### src/rtl/hss_pkg.sv
`timescale 1ns / 1ps
package hss_pkg;

	localparam int unsigned HW      = 16;  // height width
	localparam int unsigned GW      = 24;  // gain width
	localparam int unsigned SW      = 19;  // signed Sobel sum width
	localparam int unsigned MW      = 42;  // |sum| * gain width
	localparam int unsigned NW      = 15;  // normal magnitude width
	localparam logic [GW-1:0] GAIN_RESET = GW'(8192);
	localparam logic [NW-1:0] ONE_Q14    = NW'(16384);

	localparam logic OP_WRITE   = 1'b0;
	localparam logic OP_COMPUTE = 1'b1;

	typedef struct packed {
		logic                 opcode;
		logic [5:0]           col;
		logic [5:0]           row;
		logic signed [HW-1:0] height;
	} in_item_t;

	typedef struct packed {
		logic                 is_compute;
		logic signed [15:0]   normal_x;
		logic [14:0]          normal_y;
		logic signed [15:0]   normal_z;
		logic [14:0]          slope;
	} out_item_t;

	typedef struct packed {
		logic [MW-1:0] ma;
		logic [MW-1:0] mb;
	} norm_req_t;

	typedef struct packed {
		logic [NW-1:0] nx;
		logic [NW-1:0] ny;
		logic [NW-1:0] nz;
	} norm_rsp_t;

	// neighbor order: (-1,-1) (0,-1) (1,-1) (-1,0) (1,0) (-1,1) (0,1) (1,1)
	function automatic logic [1:0] nbr_dx(input logic [2:0] k);
		logic [1:0] d;
		unique case (k)
			3'd0, 3'd3, 3'd5: d = 2'd0;   // left
			3'd1, 3'd6:       d = 2'd1;   // center
			default:          d = 2'd2;   // right
		endcase
		return d;
	endfunction

	function automatic logic [1:0] nbr_dz(input logic [2:0] k);
		logic [1:0] d;
		unique case (k)
			3'd0, 3'd1, 3'd2: d = 2'd0;   // top
			3'd3, 3'd4:       d = 2'd1;   // center
			default:          d = 2'd2;   // bottom
		endcase
		return d;
	endfunction

	function automatic logic signed [2:0] nbr_wx(input logic [2:0] k);
		logic signed [2:0] w;
		unique case (k)
			3'd0, 3'd5: w = 3'sd1;
			3'd3:       w = 3'sd2;
			3'd2, 3'd7: w = -3'sd1;
			3'd4:       w = -3'sd2;
			default:    w = 3'sd0;
		endcase
		return w;
	endfunction

	function automatic logic signed [2:0] nbr_wz(input logic [2:0] k);
		logic signed [2:0] w;
		unique case (k)
			3'd0, 3'd2: w = 3'sd1;
			3'd1:       w = 3'sd2;
			3'd5, 3'd7: w = -3'sd1;
			3'd6:       w = -3'sd2;
			default:    w = 3'sd0;
		endcase
		return w;
	endfunction

	function automatic logic signed [SW-1:0] weigh(input logic signed [HW-1:0] h,
			input logic signed [2:0] w);
		logic signed [SW-1:0] e;
		logic signed [SW-1:0] r;
		e = SW'(h);
		unique case (w)
			3'sd1:   r = e;
			3'sd2:   r = e <<< 1;
			-3'sd1:  r = -e;
			-3'sd2:  r = -(e <<< 1);
			default: r = '0;
		endcase
		return r;
	endfunction

endpackage

### src/rtl/hss_norm.sv
`timescale 1ns / 1ps
module hss_norm (
	input  logic              clk,
	input  logic              arst_n,
	input  logic              start,
	input  hss_pkg::norm_req_t req,
	output logic              done,
	output hss_pkg::norm_rsp_t rsp
);
	import hss_pkg::*;

	localparam logic [2:0] ST_IDLE  = 3'd0;
	localparam logic [2:0] ST_SHIFT = 3'd1;
	localparam logic [2:0] ST_SQ    = 3'd2;
	localparam logic [2:0] ST_SQRT  = 3'd3;
	localparam logic [2:0] ST_DIV   = 3'd4;

	logic [2:0]    state_q;
	logic [4:0]    cnt_q;
	logic [MW-1:0] ma_q, mb_q;
	logic [16:0]   mc_q;
	logic [59:0]   sq_q;
	logic [61:0]   v_q, res_q, bit_q;
	logic [31:0]   rx_q, ry_q, rz_q;
	logic [15:0]   qx_q, qy_q, qz_q;
	logic          done_q;
	norm_rsp_t     rsp_q;

	logic [29:0] sq_sel;
	logic [61:0] trial;
	logic [30:0] len;
	logic [31:0] tx, ty, tz;
	logic        gx, gy, gz;
	logic [16:0] sx1, sy1, sz1;

	always_comb begin
		unique case (cnt_q[1:0])
			2'd0:    sq_sel = ma_q[29:0];
			2'd1:    sq_sel = mb_q[29:0];
			default: sq_sel = {13'd0, mc_q};
		endcase
		trial = res_q + bit_q;
		len   = res_q[30:0];
		// first step compares the magnitude itself, later ones the doubled remainder
		tx = (cnt_q == 5'd0) ? rx_q : {rx_q[30:0], 1'b0};
		ty = (cnt_q == 5'd0) ? ry_q : {ry_q[30:0], 1'b0};
		tz = (cnt_q == 5'd0) ? rz_q : {rz_q[30:0], 1'b0};
		gx = tx >= {1'b0, len};
		gy = ty >= {1'b0, len};
		gz = tz >= {1'b0, len};
		sx1 = {1'b0, qx_q[14:0], gx} + 17'd1;
		sy1 = {1'b0, qy_q[14:0], gy} + 17'd1;
		sz1 = {1'b0, qz_q[14:0], gz} + 17'd1;
	end

	always_ff @(posedge clk or negedge arst_n) begin
		if (!arst_n) begin
			state_q <= ST_IDLE;
			cnt_q   <= '0;
			done_q  <= 1'b0;
		end else begin
			done_q <= 1'b0;
			unique case (state_q)
				ST_IDLE: begin
					if (start) begin
						state_q <= ST_SHIFT;
					end
				end
				ST_SHIFT: begin
					if (!(|ma_q[MW-1:30]) && !(|mb_q[MW-1:30])) begin
						state_q <= ST_SQ;
						cnt_q   <= '0;
					end
				end
				ST_SQ: begin
					cnt_q <= cnt_q + 5'd1;
					if (cnt_q == 5'd3) begin
						state_q <= ST_SQRT;
					end
				end
				ST_SQRT: begin
					if (bit_q[0]) begin
						state_q <= ST_DIV;
						cnt_q   <= '0;
					end
				end
				ST_DIV: begin
					cnt_q <= cnt_q + 5'd1;
					if (cnt_q == 5'd15) begin
						state_q <= ST_IDLE;
						done_q  <= 1'b1;
					end
				end
				default: state_q <= ST_IDLE;
			endcase
		end
	end

	always_ff @(posedge clk) begin
		unique case (state_q)
			ST_IDLE: begin
				ma_q <= req.ma;
				mb_q <= req.mb;
				mc_q <= 17'd65536;
			end
			ST_SHIFT: begin
				if ((|ma_q[MW-1:30]) || (|mb_q[MW-1:30])) begin
					ma_q <= ma_q >> 1;
					mb_q <= mb_q >> 1;
					mc_q <= mc_q >> 1;
				end
				v_q <= '0;
			end
			ST_SQ: begin
				sq_q <= 60'(sq_sel) * 60'(sq_sel);
				if (cnt_q != 5'd0) begin
					v_q <= v_q + {2'b0, sq_q};
				end
				res_q <= '0;
				bit_q <= 62'd1 << 60;
			end
			ST_SQRT: begin
				if (v_q >= trial) begin
					v_q   <= v_q - trial;
					res_q <= (res_q >> 1) + bit_q;
				end else begin
					res_q <= res_q >> 1;
				end
				bit_q <= bit_q >> 2;
				rx_q  <= {2'b0, ma_q[29:0]};
				ry_q  <= {15'd0, mc_q};
				rz_q  <= {2'b0, mb_q[29:0]};
			end
			ST_DIV: begin
				if (gx) rx_q <= tx - {1'b0, len}; else rx_q <= tx;
				if (gy) ry_q <= ty - {1'b0, len}; else ry_q <= ty;
				if (gz) rz_q <= tz - {1'b0, len}; else rz_q <= tz;
				qx_q <= {qx_q[14:0], gx};
				qy_q <= {qy_q[14:0], gy};
				qz_q <= {qz_q[14:0], gz};
				if (cnt_q == 5'd15) begin
					rsp_q.nx <= sx1[15:1];
					rsp_q.ny <= sy1[15:1];
					rsp_q.nz <= sz1[15:1];
				end
			end
			default: ;
		endcase
	end

	assign done = done_q;
	assign rsp  = rsp_q;
endmodule

### config.mk
export PLATFORM = sky130hd
export DESIGN_NAME = hss_norm
export DESIGN_NICKNAME = d
export VERILOG_FILES = /design/src/rtl/hss_pkg.sv /design/src/rtl/hss_norm.sv
export SDC_FILE = /design/constraint.sdc
export NUM_CORES = 2
export LEC_CHECK = 0
export CAP_MARGIN = 20
export CORE_MARGIN = 3
export CORE_UTILIZATION = 29
export CTS_BUF_LIST = sky130_fd_sc_hd__clkbuf_8
export DETAILED_ROUTE_END_ITERATION = 10
export DONT_BUFFER_PORTS = 1
export PLACE_DENSITY = 0.53
export SLEW_MARGIN = 20
export SYNTH_ARGS = -nofsm -noshare
export SYNTH_HDL_FRONTEND = slang
export SYNTH_SLANG_ARGS = --single-unit
### constraint.sdc
create_clock -name clk -period 9.9 [get_ports clk]
set_input_delay 1.98 -clock clk [delete_from_list [all_inputs] [get_ports clk]]
set_output_delay 1.98 -clock clk [all_outputs]
set_load 0.01 [all_outputs]
## Yosys cells after proc, flatten, opt, wreduce, memory -nomap -nowiden

Index checks and enable logic that the tools add are counted.

| storage, ports and cells | value |
|---|---|
| bits of input ports | 87 |
| register bits after elaboration | 542 |
| output and inout bits | 46 |

| operators by class | value |
|---|---|
| multiply operators | 1 |
| add/sub/neg operators | 11 |
| eq/ne operators | 15 |
| order comparisons | 4 |
| reduce and logical (&&, ||, !) cells | 21 |
| muxes and demuxes | 33 |

Operators with widths:

| cell | count |
|---|---|
| 62-bit case mux with 2 select lines | 2 |
| 32-bit two-way mux | 6 |
| 32-bit case mux with 2 select lines | 3 |
| 62-bit two-way mux | 3 |
| 62-bit case mux with 3 select lines | 1 |
| 42-bit case mux with 2 select lines | 2 |
| 32-bit by 31-bit >= comparator with 1-bit output | 3 |
| 32-bit by 31-bit subtractor with 32-bit output | 3 |
| 42-bit two-way mux | 2 |
| 61-bit by 62-bit adder with 62-bit output | 1 |
| 62-bit by 60-bit adder with 62-bit output | 1 |
| 62-bit adder | 1 |
| 62-bit >= comparator | 1 |
| 62-bit subtractor | 1 |
| 30-bit by 30-bit multiplier with 60-bit output | 1 |
| 30-bit case mux with 2 select lines | 1 |
| 16-bit by 1-bit adder with 16-bit output (second input constant) | 3 |
| 17-bit case mux with 2 select lines | 1 |
| 12-bit OR reduction | 2 |
| 17-bit two-way mux | 1 |
| 2-bit inequality test (second input constant) | 8 |
| 3-bit two-way mux | 5 |
| 3-bit case mux with 5 select lines | 1 |
| 5-bit case mux with 3 select lines | 1 |
| 22 further kinds | 31 |

## Longest topological paths before layout

| depth | value |
|---|---|
| word-level depth | 5 |
| gate-level depth with buffers | 38 |
| mapped depth without buffers | 35 |

## Worst setup path before layout

No wires, ideal clock.

| timing path | value |
|---|---|
| path kind | register -> register |
| start point | register cnt_q[0] |
| end point | register sq_q[58], data pin |
| stages on the path, launching flop included | 37 |
| clock period less this slack | 9223 ps |
| library setup time | 259 ps |
| data arrival time | 8964 ps |
| data required time | 9641 ps |
| path slack | 677 ps |
| cell sequence | dfrtp_1 inv_1 ha_1 clkbuf_1 clkbuf_1 buf_1 a22oi_1 inv_1 clkbuf_1 buf_1 nand2_1 fa_1 inv_1 fa_1 fa_1 inv_1 fa_1 inv_1 fa_1 fa_1 fa_1 inv_1 fa_1 inv_1 ha_1 buf_2 a21oi_1 o21ai_0 a2111oi_1 o31ai_1 a21oi_1 o21ai_2 a31oi_2 o21bai_1 a311o_1 a41oi_1 xnor2_1 |

| on the way | value |
|---|---|
| cells in the longest elaborated chain, start to end | 3 |

Ends and longest elaborated chain:

| item | line | source |
|---|---|---|
| start: declaration | hss_norm.sv:19 | `logic [4:0] cnt_q;` |
| start signal: assignment | hss_norm.sv:76 | `cnt_q <= cnt_q + 5'd1;` |
| start signal: assignment | hss_norm.sv:88 | `cnt_q <= cnt_q + 5'd1;` |
| 2-bit by 1-bit equality test with 1-bit output or 2-bit logical NOT (tied branches) | hss_norm.sv:37 | `unique case (cnt_q[1:0])` |
| 30-bit case mux with 2 select lines (*) | hss_norm.sv:37 |  |
| 30-bit by 30-bit multiplier with 60-bit output (*) | hss_norm.sv:115 | `sq_q <= 60'(sq_sel) * 60'(sq_sel);` |
| end signal: assignment | hss_norm.sv:115 |  |
| end: declaration | hss_norm.sv:22 | `logic [59:0] sq_q;` |

Mark *: on every way between the ends. The rest lies on a longest branch, timed or not.
A chain may end at the register's enable or synchronous reset.

## Worst setup path after layout

| timing path | value |
|---|---|
| start point | register cnt_q[0] |
| end point | register sq_q[53], data pin |

Same word-level chain as after synthesis.

==> results.json <==
{
  "min_path_cells": 0,
  "synthFlopType": "edfxtp_1",
  "maxCapViolCount": 0,
  "grt_pass1_vias": 50510,
  "start_util_pct": 29.28,
  "netlist_instances": 6993,
  "ys_warn_count": 0,
  "finClkSkew_ns": 0.1114,
  "wl_per_cell_um": 20.37,
  "pin_count": 133,
  "r2r_slack_ns": 0.34,
  "via_per_inst": 5.078,
  "critPathMaxFanout": 34,
  "tns_ns": 0,
  "cts_sinks": 510,
  "status": "finished, final reports clean",
  "ys_async_sr_fraction_pct": 1.765,
  "ys_seq_elements": 510,
  "synth-edff-count": 501,
  "drive_above_1_share_pct": 6.144,
  "gp_congestion": 0.9501,
  "ys_seq_area_share_pct": 23.94,
  "r2r_end": "sq_q[53]",
  "dieWidth_um": 475.0,
  "reg2regPathDepth": 32,
  "avgSynthCellArea_um2": 9.120,
  "synth-xor-area-share_pct": 5.603,
  "drt_iter0_drc": 3981,
  "whs_endpoint": "qy_q[7]",
  "antenna_found_initial": 11,
  "final-seq-area_um2": 15270,
  "cpMaxStageDelayCell": "fa_1",
  "min_period_over_period_pct": 96.59,
  "grt_overflow_total": 0,
  "critPathMaxStageDelay_ns": 0.56,
  "cts_buffer_depth": 3,
  "core_area_um2": 217800,
  "nets": 8257,
  "dieArea_um2": 225600,
  "track_usage_pct": 17.55,
  "rsz0062_at_grt": "no",
  "report.final.slew_viol_count": 0,
  "syn_to_final_growth_pct": 8.725,
  "final_antenna_net_count": 0,
  "crit_top_cell": "fa_1",
  "period_needed_ns": 9.562,
  "setup_viol": 0,
  "syn_area_um2": 63770,
  "rr_startpoint": "cnt_q[0]",
  "synth-compound-area-share_pct": 13.80,
  "crit_path_end_kind": "register",
  "crit_required_ns": 10.43,
  "hp-class": "reg -> reg",
  "clk_pin_slew_ns": 0.06,
  "grt_max_degree": 103,
  "wl_mm": 201.2,
  "hp-start": "qy_q[6]",
  "rows": 171,
  "synth_simple_gate_area_share_pct": 13.68,
  "vias": 50150,
  "cts_tree": "yes",
  "multi_input_area_um2": 43620,
  "slew_headroom_pct": 29.77,
  "synth.area.mux_share_pct": 2.645,
  "yosysUniqueCellTypes": 95,
  "num-fill-cells": 22720,
  "arrival_ns": 10.09,
  "die_h_um": 475.0,
  "h-tree-depth": 3,
  "numCtsBuffers": 97,
  "route.detailed.drc": 0,
  "tightest_slew_ns": 1.054,
  "port_buffers": 0,
  "grt_first_pass_wirelength_mm": 305.8,
  "syn-num-nets": 8316,
  "clock_latency_ns": 0.87,
  "firstDrtPassIters": 8,
  "clock.fmax_mhz": 104.6,
  "crit_type": "reg -> reg",
  "holdBufCountCts": 0,
  "synth_top_family_by_area": "adder cells",
  "clockRootBuffer": "clkbuf_8",
  "dpl.hpwl_mm": 163.0,
  "synth_fa_ha_area_share_pct": 32.48,
  "hold_viol": 0,
  "cp-start-kind": "register"
}
[kinds of logic after synthesis]
group	Yosys count
mux	157
buf+inv	1328
fa+ha+maj	1236
flops	510
xor+xnor	408
simple gates	1976
compound gates	1378
[critical path: cells and delay by family, from the launching register on]
family	cells	cell delay (ns)
AOI/OAI and AO/OA	9	2.22
and+or+nand+nor	3	0.44
buffers and inverters	9	1.32
adders and majority gates	10	4.69
xor gates and xnor gates	1	0.16
DFF	1	0.40
[layout by cell type, fill, tap and decap left out, drive strengths merged, types with 116 or more instances in the layout]
cell | Yosys | routed
fa | 699 | 699
ha | 537 | 537
xor2 | 153 | 153
inv | 1043 | 1072
a21o | 198 | 198
a21oi | 383 | 383
nand2 | 837 | 837
edfxtp | 501 | 501
nor2 | 587 | 587
buf | 41 | 116
xnor2 | 255 | 255
o21ai | 287 | 287
[worst max-delay path by stage]
| stage | start | end | slack [ns] | cells after the start |
|---|---|---|---|---|
| 2_1_floorplan | cnt_q[0] | sq_q[58] | 0.68 | 36 |
| 3_3_place_gp | cnt_q[1] | sq_q[57] | 0.25 | 33 |
| 3_5_place_dp | cnt_q[1] | sq_q[57] | 0.16 | 33 |
| 4_1_cts | cnt_q[1] | sq_q[57] | 0.11 | 33 |
| 5_1_grt | cnt_q[0] | sq_q[54] | 0.02 | 30 |
| 6_report | cnt_q[0] | sq_q[53] | 0.34 | 32 |
[cell usage after synthesis, types with 25 or more instances]
master / instances / area, um2
and3_1: 100 / 625.6
o21ai_0: 265 / 1326
a211oi_1: 48 / 360.4
nand2_1: 837 / 3142
a22o_1: 28 / 245.2
o21a_1: 33 / 247.7
nand3_1: 96 / 480.5
o21bai_1: 69 / 518.0
nand2b_1: 26 / 162.7
inv_1: 1042 / 3911
mux2_2: 92 / 1036
nor3_1: 66 / 330.3
and2_1: 25 / 156.4
nor2_1: 587 / 2203
fa_1: 699 / 13990
a31oi_1: 94 / 588.1
xor2_1: 153 / 1340
or3_1: 26 / 162.7
nor2b_1: 52 / 325.3
o22ai_1: 38 / 237.7
ha_1: 537 / 6719
nand4_1: 83 / 519.3
mux2i_1: 65 / 650.6
a21o_1: 198 / 1486
a21oi_1: 383 / 1917
edfxtp_1: 501 / 15040
xnor2_1: 255 / 2233
clkbuf_1: 232 / 870.8
[state kept, by name, indices dropped and copies added, names as in the netlist, 3 cells and up]
register  flops
sq_q         59
bit_q        31
rx_q         32
res_q        62
qy_q         15
ry_q         32
rsp          45
state_q       3
cnt_q         5
qx_q         15
mc_q         17
ma_q         42
v_q          62
qz_q         15
mb_q         42
rz_q         32
[cell type report]
class	instances	area share (%)
well taps	2854	5.150
clock buffers	98	1.945
multi-input cells	5155	62.91
flip-flops and latches	510	22.03
inverters	1054	5.731
repair buffers	116	1.292
diodes	7	0.02526
clock inverters	82	0.9185
[routing by layer]
layer / global-route usage, % / part of all wire, %
met1: 24.76 / 46
met4: 4.987 / 3.0
met5: 0 / 0.0099
met2: 27.75 / 45
met3: 2.669 / 6.2
[through the flow]
stage                     util (%)  instances  setup slack [ns]  hold slack (ns)  area, um2
after floorplan                  -       6993            0.6765           0.4264      63770
after global placement       30.88       9683            0.2499           0.4432      67260
after detailed placement     30.88       9683            0.1592           0.4469      67260
after CTS                    31.79       9863            0.1078           0.4606      69240
after global routing         31.83       9874           0.01608           0.4807      69330
final                        31.84       9876            0.3378           0.4557      69340
[repair_timing]
item | in CTS | in global routing
resized for setup | 0 | 13
setup buffers | 0 | 6
setup endpoints to repair | 0 | 12
Power is left out: the tool's default activity adds up to more than one toggle a clock period on the data nets, which glitch-free logic cannot reach.
